==> src/hw/rtl/i2cm_pkg.sv <==
// package for the i2c register transfer master
// holds payload structs, config struct, phase enum and constants; no dependencies
`timescale 1ns / 1ps

package i2cm_pkg;

  localparam int unsigned MaxBytes = 8;
  localparam int unsigned DataW    = 8 * MaxBytes;
  localparam int unsigned CfgDataW = 16;

  localparam logic [3:0] MaxBytesCnt = 4'(MaxBytes);

  typedef enum logic [1:0] {
    CmdTick  = 2'd0,
    CmdWrite = 2'd1,
    CmdRead  = 2'd2,
    CmdNone  = 2'd3
  } cmd_e;

  localparam logic CfgIdxDevAddr    = 1'b0;
  localparam logic CfgIdxAckTimeout = 1'b1;

  localparam logic [6:0]  DevAddrReset    = 7'd50;
  localparam logic [15:0] AckTimeoutReset = 16'd1000;

  typedef enum logic [4:0] {
    PhIdle     = 5'd0,
    PhStartA   = 5'd1,
    PhStartB   = 5'd2,
    PhStartC   = 5'd3,
    PhBitLow   = 5'd4,
    PhBitHigh  = 5'd5,
    PhAckLow   = 5'd6,
    PhAckHigh  = 5'd7,
    PhAckPoll  = 5'd8,
    PhRdLow    = 5'd9,
    PhRdHigh   = 5'd10,
    PhRdSample = 5'd11,
    PhMackLow  = 5'd12,
    PhMackHigh = 5'd13,
    PhMackEnd  = 5'd14,
    PhStopA    = 5'd15,
    PhStopB    = 5'd16,
    PhStopC    = 5'd17
  } phase_e;

  typedef struct packed {
    logic [1:0]       cmd;
    logic [7:0]       reg_addr;
    logic [3:0]       byte_count;
    logic [DataW-1:0] write_data;
    logic             sda_in;
  } in_item_t;

  typedef struct packed {
    logic             scl_level;
    logic             sda_drive;
    logic             busy_res;
    logic             done_res;
    logic             success;
    logic [DataW-1:0] read_data;
  } out_item_t;

  typedef struct packed {
    logic [6:0]  dev_addr;
    logic [15:0] ack_timeout;
  } cfg_t;

endpackage

==> src/hw/rtl/i2cm_engine.sv <==
// bus sequencer: phase state, shift and count registers, one step per transfer
// depends on i2cm_pkg
`timescale 1ns / 1ps

module i2cm_engine (
  input  logic                clk_i,
  input  logic                rst_ni,
  input  logic                step_i,
  input  i2cm_pkg::in_item_t  item_i,
  input  i2cm_pkg::cfg_t      cfg_i,
  output i2cm_pkg::out_item_t res_o
);

  i2cm_pkg::phase_e phase_q, phase_d;
  logic [3:0] bit_cnt_q, bit_cnt_d;
  logic [3:0] byte_idx_q, byte_idx_d;
  logic [7:0] shift_q, shift_d;
  logic [15:0] wait_cnt_q, wait_cnt_d;
  logic read_mode_q, read_mode_d;
  logic ok_q, ok_d;
  logic [3:0] total_q, total_d;
  logic [i2cm_pkg::DataW-1:0] rd_buf_q, rd_buf_d;
  logic [i2cm_pkg::DataW-1:0] wr_buf_q, wr_buf_d;
  logic [7:0] target_q, target_d;

  logic [3:0] bit_inc;
  logic [3:0] byte_inc;
  logic [2:0] wr_k;
  logic [5:0] rd_pos;
  logic last_rd;
  logic write_done;
  logic timeout;
  logic [3:0] n_sat;
  logic [7:0] addr_byte;

  always_comb begin
    bit_inc    = bit_cnt_q + 4'd1;
    byte_inc   = byte_idx_q + 4'd1;
    wr_k       = 3'(byte_inc - 4'd2);
    rd_pos     = {byte_idx_q[2:0], 3'b000};
    last_rd    = ({1'b0, byte_idx_q} + 5'd1) >= {1'b0, total_q};
    write_done = {1'b0, byte_inc} >= ({1'b0, total_q} + 5'd2);
    timeout    = ({1'b0, wait_cnt_q} + 17'd1) >= {1'b0, cfg_i.ack_timeout};
    addr_byte  = {cfg_i.dev_addr, read_mode_q && (byte_idx_q == 4'd2)};
    if (item_i.byte_count == 4'd0) begin
      n_sat = 4'd1;
    end else if (item_i.byte_count > i2cm_pkg::MaxBytesCnt) begin
      n_sat = i2cm_pkg::MaxBytesCnt;
    end else begin
      n_sat = item_i.byte_count;
    end
  end

  // next state
  always_comb begin
    phase_d     = phase_q;
    bit_cnt_d   = bit_cnt_q;
    byte_idx_d  = byte_idx_q;
    shift_d     = shift_q;
    wait_cnt_d  = wait_cnt_q;
    read_mode_d = read_mode_q;
    ok_d        = ok_q;
    total_d     = total_q;
    rd_buf_d    = rd_buf_q;
    wr_buf_d    = wr_buf_q;
    target_d    = target_q;
    unique case (phase_q)
      i2cm_pkg::PhIdle: begin
        if (item_i.cmd == i2cm_pkg::CmdWrite || item_i.cmd == i2cm_pkg::CmdRead) begin
          total_d     = n_sat;
          target_d    = item_i.reg_addr;
          wr_buf_d    = item_i.write_data;
          read_mode_d = (item_i.cmd == i2cm_pkg::CmdRead);
          if (item_i.cmd == i2cm_pkg::CmdRead) begin
            rd_buf_d = '0;
          end
          byte_idx_d = '0;
          bit_cnt_d  = '0;
          wait_cnt_d = '0;
          ok_d       = 1'b0;
          phase_d    = i2cm_pkg::PhStartB;
        end
      end
      i2cm_pkg::PhStartA: phase_d = i2cm_pkg::PhStartB;
      i2cm_pkg::PhStartB: phase_d = i2cm_pkg::PhStartC;
      i2cm_pkg::PhStartC: begin
        shift_d   = addr_byte;
        bit_cnt_d = '0;
        phase_d   = i2cm_pkg::PhBitLow;
      end
      i2cm_pkg::PhBitLow: phase_d = i2cm_pkg::PhBitHigh;
      i2cm_pkg::PhBitHigh: begin
        shift_d   = {shift_q[6:0], 1'b0};
        bit_cnt_d = bit_inc;
        phase_d   = (bit_inc >= 4'd8) ? i2cm_pkg::PhAckLow : i2cm_pkg::PhBitLow;
      end
      i2cm_pkg::PhAckLow: phase_d = i2cm_pkg::PhAckHigh;
      i2cm_pkg::PhAckHigh: begin
        wait_cnt_d = '0;
        phase_d    = i2cm_pkg::PhAckPoll;
      end
      i2cm_pkg::PhAckPoll: begin
        if (item_i.sda_in) begin
          if (timeout) begin
            ok_d    = 1'b0;
            phase_d = i2cm_pkg::PhStopA;
          end else begin
            wait_cnt_d = wait_cnt_q + 16'd1;
          end
        end else begin
          byte_idx_d = byte_inc;
          if (byte_inc == 4'd1) begin
            shift_d   = target_q;
            bit_cnt_d = '0;
            phase_d   = i2cm_pkg::PhBitLow;
          end else if (!read_mode_q) begin
            if (write_done) begin
              ok_d    = 1'b1;
              phase_d = i2cm_pkg::PhStopA;
            end else begin
              shift_d   = wr_buf_q[{wr_k, 3'b000} +: 8];
              bit_cnt_d = '0;
              phase_d   = i2cm_pkg::PhBitLow;
            end
          end else if (byte_inc == 4'd2) begin
            phase_d = i2cm_pkg::PhStartA;
          end else begin
            byte_idx_d = '0;
            bit_cnt_d  = '0;
            shift_d    = '0;
            phase_d    = i2cm_pkg::PhRdLow;
          end
        end
      end
      i2cm_pkg::PhRdLow: begin
        bit_cnt_d = '0;
        shift_d   = '0;
        phase_d   = i2cm_pkg::PhRdHigh;
      end
      i2cm_pkg::PhRdHigh: phase_d = i2cm_pkg::PhRdSample;
      i2cm_pkg::PhRdSample: begin
        shift_d   = {shift_q[6:0], item_i.sda_in};
        bit_cnt_d = bit_inc;
        phase_d   = (bit_inc >= 4'd8) ? i2cm_pkg::PhMackLow : i2cm_pkg::PhRdHigh;
      end
      i2cm_pkg::PhMackLow: begin
        rd_buf_d[rd_pos +: 8] = shift_q;
        phase_d = i2cm_pkg::PhMackHigh;
      end
      i2cm_pkg::PhMackHigh: phase_d = i2cm_pkg::PhMackEnd;
      i2cm_pkg::PhMackEnd: begin
        if (last_rd) begin
          ok_d    = 1'b1;
          phase_d = i2cm_pkg::PhStopA;
        end else begin
          byte_idx_d = byte_inc;
          phase_d    = i2cm_pkg::PhRdLow;
        end
      end
      i2cm_pkg::PhStopA: phase_d = i2cm_pkg::PhStopB;
      i2cm_pkg::PhStopB: phase_d = i2cm_pkg::PhStopC;
      i2cm_pkg::PhStopC: phase_d = i2cm_pkg::PhIdle;
      default: phase_d = i2cm_pkg::PhIdle;
    endcase
  end

  // bus levels and status for this step
  always_comb begin
    res_o.scl_level = 1'b1;
    res_o.sda_drive = 1'b1;
    res_o.done_res  = 1'b0;
    res_o.success   = 1'b0;
    unique case (phase_q)
      i2cm_pkg::PhStartB: res_o.sda_drive = 1'b0;
      i2cm_pkg::PhStartC, i2cm_pkg::PhStopA: begin
        res_o.scl_level = 1'b0;
        res_o.sda_drive = 1'b0;
      end
      i2cm_pkg::PhBitLow: begin
        res_o.scl_level = 1'b0;
        res_o.sda_drive = shift_q[7];
      end
      i2cm_pkg::PhBitHigh: res_o.sda_drive = shift_q[7];
      i2cm_pkg::PhAckLow, i2cm_pkg::PhRdLow, i2cm_pkg::PhRdSample:
        res_o.scl_level = 1'b0;
      i2cm_pkg::PhAckPoll: res_o.scl_level = item_i.sda_in;
      i2cm_pkg::PhMackLow, i2cm_pkg::PhMackEnd: begin
        res_o.scl_level = 1'b0;
        res_o.sda_drive = last_rd;
      end
      i2cm_pkg::PhMackHigh: res_o.sda_drive = last_rd;
      i2cm_pkg::PhStopB: res_o.sda_drive = 1'b0;
      i2cm_pkg::PhStopC: begin
        res_o.done_res = 1'b1;
        res_o.success  = ok_q;
      end
      default: ;
    endcase
    res_o.busy_res  = (phase_d != i2cm_pkg::PhIdle);
    res_o.read_data = rd_buf_d;
  end

  always_ff @(posedge clk_i or negedge rst_ni) begin
    if (!rst_ni) begin
      phase_q     <= i2cm_pkg::PhIdle;
      bit_cnt_q   <= '0;
      byte_idx_q  <= '0;
      shift_q     <= '0;
      wait_cnt_q  <= '0;
      read_mode_q <= 1'b0;
      ok_q        <= 1'b0;
      total_q     <= '0;
      rd_buf_q    <= '0;
    end else if (step_i) begin
      phase_q     <= phase_d;
      bit_cnt_q   <= bit_cnt_d;
      byte_idx_q  <= byte_idx_d;
      shift_q     <= shift_d;
      wait_cnt_q  <= wait_cnt_d;
      read_mode_q <= read_mode_d;
      ok_q        <= ok_d;
      total_q     <= total_d;
      rd_buf_q    <= rd_buf_d;
    end
  end

  always_ff @(posedge clk_i) begin
    if (step_i) begin
      wr_buf_q <= wr_buf_d;
      target_q <= target_d;
    end
  end

  a_hold_when_idle_step: assert property (@(posedge clk_i) disable iff (!rst_ni)
    !step_i |=> $stable(phase_q) && $stable(byte_idx_q) && $stable(rd_buf_q))
    else $error("state changed without a transfer");

  a_stop_to_idle: assert property (@(posedge clk_i) disable iff (!rst_ni)
    step_i && phase_q == i2cm_pkg::PhStopC |=> phase_q == i2cm_pkg::PhIdle)
    else $error("stop sequence did not return to idle");

  a_byte_idx_range: assert property (@(posedge clk_i) disable iff (!rst_ni)
    byte_idx_q <= 4'(i2cm_pkg::MaxBytes + 2))
    else $error("byte index out of range");

  a_bit_cnt_range: assert property (@(posedge clk_i) disable iff (!rst_ni)
    bit_cnt_q <= 4'd8)
    else $error("bit count out of range");

  a_done_ends_busy: assert property (@(posedge clk_i) disable iff (!rst_ni)
    res_o.done_res |-> !res_o.busy_res && phase_q == i2cm_pkg::PhStopC)
    else $error("done outside of stop completion");

endmodule

==> src/hw/rtl/i2c_register_transfer_master_core.sv <==
// top level of the i2c register transfer master: config registers and result register
// depends on i2cm_pkg and i2cm_engine
`timescale 1ns / 1ps

// usage
// - input channel (in_valid_i / in_ready_o / in_item_i): one transfer per bus tick, each
//   tick is one scl half-phase; cmd write or read starts a transaction when idle,
//   otherwise the transfer only advances the sequencer and carries the sampled sda
// - output channel (out_valid_o / out_ready_i / out_item_o): exactly one result per
//   input transfer, giving scl and sda drive, busy, done pulse, success and read bytes
// - config port (cfg_we_i / cfg_idx_i / cfg_wdata_i): index 0 device address,
//   index 1 acknowledge timeout in ticks; write only while no transaction runs
// - output register: the result of a transfer is registered and valid in the cycle after it is accepted
// - throughput: one transfer per cycle, limited by the single result register
// - stall: while a result waits and out_ready_i is low, in_ready_o drops and the
//   sequencer holds; with out_ready_i high a new transfer enters every cycle
// - reset: sequencer idle, read buffer cleared, config back to address 50 and
//   timeout 1000, no result pending

module i2c_register_transfer_master_core (
  input  logic                clk_i,
  input  logic                rst_ni,
  input  logic                in_valid_i,
  output logic                in_ready_o,
  input  i2cm_pkg::in_item_t  in_item_i,
  output logic                out_valid_o,
  input  logic                out_ready_i,
  output i2cm_pkg::out_item_t out_item_o,
  input  logic                cfg_we_i,
  input  logic                cfg_idx_i,
  input  logic [i2cm_pkg::CfgDataW-1:0] cfg_wdata_i
);

  i2cm_pkg::cfg_t      cfg_q;
  i2cm_pkg::out_item_t res;
  i2cm_pkg::out_item_t out_item_q;
  logic                out_valid_q;
  logic                step;

  assign in_ready_o = !out_valid_q || out_ready_i;
  assign step       = in_valid_i && in_ready_o;

  always_ff @(posedge clk_i or negedge rst_ni) begin
    if (!rst_ni) begin
      cfg_q.dev_addr    <= i2cm_pkg::DevAddrReset;
      cfg_q.ack_timeout <= i2cm_pkg::AckTimeoutReset;
    end else if (cfg_we_i) begin
      unique case (cfg_idx_i)
        i2cm_pkg::CfgIdxDevAddr:    cfg_q.dev_addr    <= cfg_wdata_i[6:0];
        i2cm_pkg::CfgIdxAckTimeout: cfg_q.ack_timeout <= cfg_wdata_i[15:0];
        default: ;
      endcase
    end
  end

  i2cm_engine u_engine (
    .clk_i  (clk_i),
    .rst_ni (rst_ni),
    .step_i (step),
    .item_i (in_item_i),
    .cfg_i  (cfg_q),
    .res_o  (res)
  );

  always_ff @(posedge clk_i or negedge rst_ni) begin
    if (!rst_ni) begin
      out_valid_q <= 1'b0;
    end else if (step) begin
      out_valid_q <= 1'b1;
    end else if (out_ready_i) begin
      out_valid_q <= 1'b0;
    end
  end

  always_ff @(posedge clk_i) begin
    if (step) begin
      out_item_q <= res;
    end
  end

  assign out_valid_o = out_valid_q;
  assign out_item_o  = out_item_q;

endmodule
==> config.mk <==
export PLATFORM = sky130hd
export DESIGN_NAME = i2c_register_transfer_master_core
export DESIGN_NICKNAME = d
export VERILOG_FILES = /design/src/hw/rtl/i2cm_pkg.sv /design/src/hw/rtl/i2cm_engine.sv /design/src/hw/rtl/i2c_register_transfer_master_core.sv
export SDC_FILE = /design/constraint.sdc
export NUM_CORES = 1
export LEC_CHECK = 0
export ABC_AREA = 1
export CORE_MARGIN = 2
export CORE_UTILIZATION = 60
export DETAILED_ROUTE_END_ITERATION = 10
export DONT_BUFFER_PORTS = 1
export PLACE_DENSITY = 0.83
export SLEW_MARGIN = 15
export SYNTH_ARGS = -nofsm -noshare
export SYNTH_HDL_FRONTEND = slang
export SYNTH_HIERARCHICAL = 1
export SYNTH_SLANG_ARGS = --single-unit
export TNS_END_PERCENT = 50
==> constraint.sdc <==
create_clock -name clk_i -period 9.4 [get_ports clk_i]
set_input_delay 1.41 -clock clk_i [delete_from_list [all_inputs] [get_ports clk_i]]
set_output_delay 1.41 -clock clk_i [all_outputs]
set_load 0.02 [all_outputs]
# Yosys cells after proc, flatten, opt, wreduce, memory -nomap -nowiden
# Cells that the tools add are included.
[word_totals]
register_bits = 272
in_bits = 101
out_inout_bits = 71
wordCells = 151
[classes]
add_sub_neg = 8
magnitude_cmp = 5
n_eq_ne = 34
n_shift = 3
mux = 53
bitwise_logic = 1
reduce_logical = 27
[op_table]
columns = ["cell", "n"]
rows = [
  ["$mux W64", 2],
  ["$pmux W64 S2", 1],
  ["$pmux W5 S17", 1],
  ["$bwmux W64", 1],
  ["$shift A8 B8 Y64 const A", 1],
  ["$shiftx A64 B7 Y8", 1],
  ["$shiftx A8 B8 Y64", 1],
  ["$mux W4", 15],
  ["$mux W16", 3],
  ["$pmux W16 S3", 1],
  ["$eq A5 B4 Y1 const B", 8],
  ["$mux W8", 5],
  ["$pmux W8 S5", 1],
  ["$mux W5", 5],
  ["$eq A5 B3 Y1 const B", 4],
  ["$add A16 B1 Y17 const B", 1],
  ["$ge A17 B16 Y1", 1],
  ["$add A16 B1 Y16 const B", 1],
  ["$pmux W4 S4", 1],
  ["$reduce_and A5 Y1", 3],
  ["$pmux W4 S3", 1],
  ["$eq A5 B2 Y1 const B", 2],
  ["$eq A5 B5 Y1 const B", 2],
  ["$reduce_bool A5 Y1", 2],
  ["other kinds (42)", 67],
]

# Logic depth before layout (Yosys ltp)
[logic_depth]
ltp_word = 8
depth_mapped = 20
mapped_depth_nobuf = 19

# Cells and area by module
# The synthesis kept the hierarchy.
[modules_own_cells]
columns = ["mod", "n_inst", "cells_each", "area_per_inst_um2", "seq_area_each_um2"]
rows = [
  ["i2cm_engine", 1, 1202, 9963.3, 4839.6],
  ["i2c_register_transfer_master_core", 1, 176, 3078.0, 2683.8],
]

# Worst setup path before layout
# OpenSTA, ideal clock, no wires.
[synth_path]
path_kind = "input port to flip-flop"
startpoint = "input port in_valid_i"
endpoint = "register u_engine.total_q[1]"
setup_ns = 0.097
t_arrival_ns = 9.443
required_time_ns = 9.303
path_slack_ns = -0.139
stages = 8
path_buffers = 0
cell_sequence = "inv_1 > a21oi_1 > inv_1 > nor3_2 > inv_1 > nor2_1 > inv_1 > o22ai_1"
[synth_between]
elab_chain_cells = 2
[synth_lines]
columns = ["element", "line_no", "rtl"]
rows = [
  ["start, declared", "i2c_register_transfer_master_core.sv:23", "input logic in_valid_i,"],
  ["$logic_and A1 B1 Y1", "i2c_register_transfer_master_core.sv:41", "assign step = in_valid_i && in_ready_o;"],
  ["net step", "i2c_register_transfer_master_core.sv:38", "logic step;"],
  ["$reduce_and A3 Y1 (no source line)", "-", ""],
  ["end signal, assigned", "i2cm_engine.sv:222", "total_q <= total_d;"],
  ["end, declared", "i2cm_engine.sv:21", "logic [3:0] total_q, total_d;"],
]
# The timed path passes the listed nets, and every way through them passes these cells.
# A chain may end at the register's enable or synchronous reset.

==> results_dict.tcl <==
set metrics [dict create \
    cp_max_fo 38 \
    routabilityCongestion 0.8782 \
    die_area_um2 22930 \
    syn_inst 1378 \
    ff2ff_setup_slack_ns 5.52 \
    layout.cells.non_filler 1668 \
    clock_latency_ns 0.54 \
    worst_pin_slew_ns 0.9688 \
    outcome "complete, no violations" \
    synth_area_um2 13040 \
    syn_nets 1513 \
    arrival_ns 4.26 \
    synthAdderAreaFrac_pct 3.262 \
    antenna_found_initial 1 \
    grt_usage_pct 26.73 \
    multi_input_area_um2 4596 \
    coreArea_um2 21150 \
    wl_um 30100 \
    dpl_worst_slack_ns 5.168 \
    synthMuxAreaShare_pct 0.07675 \
    ir_worst_vdd_uv 227.8 \
    rr_worst_depth 8 \
    start_util_pct 61.65 \
    wl_per_cell_um 18.04 \
    worstReg2RegEnd "u_engine/rd_buf_q[7]" \
    synth_edf_count 141 \
    synth_most_common_cell "nand2_1" \
    whs_path_depth 2 \
    grt-ovfl-total 0 \
    synth_commonest_cells "349 x nand2_1, 169 x inv_1, 141 x edfxtp_1" \
    synth_compound_area_share_pct 10.37 \
    numPortBuffers 0 \
    synth_top_flop_cell "edfxtp_1" \
    vias 9614 \
    place_inst 1615 \
    power.density_nw_per_um2 273.0 \
    fin_crit_sh_pct 41.30 \
    clockBufferDepth 3 \
    path_class "flip-flop to flip-flop" \
    synth_area_leader_cell "edfxtp_1" \
    synth-seq-area-share_pct 57.69 \
    reg2reg_from "u_engine/byte_idx_q[0]" \
    first_iter_violations 872 \
    dieWidth_um 151.4 \
    crit_end "u_engine/rd_buf_q[7]" \
    cts_max_level 1 \
    worstHoldPathType "flip-flop to flip-flop" \
    ant_nets 0 \
    setup_viol 0 \
    ys_seq_elements 272 \
    p_leak_nw 6.081 \
    synth_xor_area_share_pct 1.007 \
    grt_pass1_vias 9201 \
    drtPass1Iterations 6 \
    cp-start-kind "flip-flop" \
    dp_hpwl_um 20860 \
    synth_top_family_by_area "simple AND/OR/NAND/NOR gates" \
    die_y_um 151.4 \
    grt_pass1_wl_um 47980 \
    final.setup.tns_ns 0 \
    seq_area_um2 7523 \
    clock_skew_ns 0.01445 \
    worstPathRequired_ns 9.78 \
    grt_max_degree 208 \
    ios 172 \
    fmax_mhz 257.6 \
    hold_viol 0 \
    n_fill_cell 1612 \
    cts_buffers 28 \
    cts.sinks 272 \
    nets 1505 \
    maxSlewViolCount 0 \
    synth-simple-area-share_pct 20.39 \
    yosysTopAreaCellShare_pct 32.47 \
    clk_pin_slew_ns 0.07 \
    fin_crit_ns 3.882 \
    syn_area_per_cell_um2 9.464 \
    post_cts_buffers 0 \
    rows 53 \
    remaining_drc_errors 0 \
    root_buffer "clkbuf_16" \
    yosysWarnings 6 \
    cts_resized 0 \
    rsz0062_at_grt "no" \
    crit_path_end_kind "flip-flop" \
    cts_tree "built" \
    drive_gt1_share_pct 10.34 \
    yosys-top-cells-area "edfxtp_1 32%, dfrtp_1 23%, nand2_1 10%" \
    setup_ws_ns 5.518 \
    viasPerCell 5.764 \
    async_reset_ff_share_pct 48.16 \
    worstSetupStartpoint "u_engine/byte_idx_q[0]" \
    synth.distinct_cells 49 \
    relSlewSlack_pct 35.42 \
    hold_buffers 0 \
    maxCapViolations 0 \
    area_growth_pct 8.500 \
]
==> worst max-delay path, cell delays in order (launching register included) <==
cell and delay [ns]:
dfrtp_1 0.38, clkinv_2 0.45, ha_1 1.08, inv_1 0.56, nand4_2 0.30, or2_0 0.60
o22ai_2 0.15, nand2_1 0.08, o21ai_0 0.10
==> final cells by class <==
type	instances	share of cell area, %
sequential	272	53.17
multi-input combinational	876	32.48
clock buffer	35	5.429
inverter	189	5.040
tap	275	2.432
clock inverter	17	1.185
timing repair buffer	3	0.2476
antenna	1	0.01769
==> layer usage <==
layer | global-route usage, % | vias to the layer above | share of wire [%]
met3 | 4.458 | 70 | 7.9
met5 | 0 | - | 0
met1 | 35.64 | 4519 | 40
met2 | 45.41 | 445 | 49
met4 | 7.664 | 0 | 2.9
li1 | - | 4580 | -
==> kinds of logic (layout without fill, tap and decap cells) <==
family	count (synthesis)	after routing
DFF	272	272
adders and majority gates	34	34
xor gates and xnor gates	15	15
AOI/OAI and AO/OA	226	226
muxes	1	1
buffers and inverters	230	244
and+or+nand+nor	600	600
other	0	1
==> stage by stage <==
stage	hold WS [ns]	utilization, %	area, um^2	total power [W]
floorplan	0.4342	-	13050	0.002467
global placement	0.4533	62.45	13210	0.002694
detailed placement	0.4571	62.45	13210	0.002747
CTS	0.4666	66.88	14150	0.003859
global route	0.4904	66.89	14150	0.004079
finish	0.4648	66.89	14150	0.003862
==> worst min-delay path by stage <==
| stage | endpoint | startpoint |
|---|---|---|
| floorplan | cfg_q[16] | cfg_q[16] |
| global placement | cfg_q[9] | cfg_q[9] |
| detailed placement | cfg_q[3] | cfg_q[3] |
| CTS | cfg_q[3] | cfg_q[3] |
| global route | cfg_q[20] | cfg_q[20] |
| finish | cfg_q[3] | cfg_q[3] |
==> layout by cell type (no fill, tap or decap), drive strengths merged, types with 4 or more instances in the layout <==
| master | instances |
|---|---|
| a21oi | 21 |
| a22oi | 4 |
| clkbuf | 35 |
| clkinv | 13 |
| dfrtp | 122 |
| dfstp | 9 |
| edfxtp | 141 |
| ha | 34 |
| inv | 189 |
| nand2 | 358 |
| nand3 | 98 |
| nand4 | 11 |
| nor2 | 80 |
| nor3 | 28 |
| o21ai | 130 |
| o22ai | 66 |
| or2 | 23 |
| xnor2 | 4 |
| xor2 | 11 |
==> sequential cells by signal, indices dropped and copies added, names as in the netlist <==
signal / count
u_engine/byte_idx_q: 4
u_engine/ok_q: 1
cfg_q: 23
u_engine/shift_q: 8
out_item_o: 69
u_engine/total_q: 4
out_valid_o: 1
u_engine/bit_cnt_q: 4
u_engine/phase_q: 5
u_engine/rd_buf_q: 64
u_engine/read_mode_q: 1
u_engine/target_q: 8
u_engine/wr_buf_q: 64
u_engine/wait_cnt_q: 16
==> report_power, final <==
group / switching, W / total (W) / internal [W]
Combinational: 0.000739 / 0.00105 / 0.000314
Sequential: 0.000177 / 0.00170 / 0.00152
Clock: 0.000470 / 0.00111 / 0.000641
No activity file was read; power rests on OpenSTA's default activity.
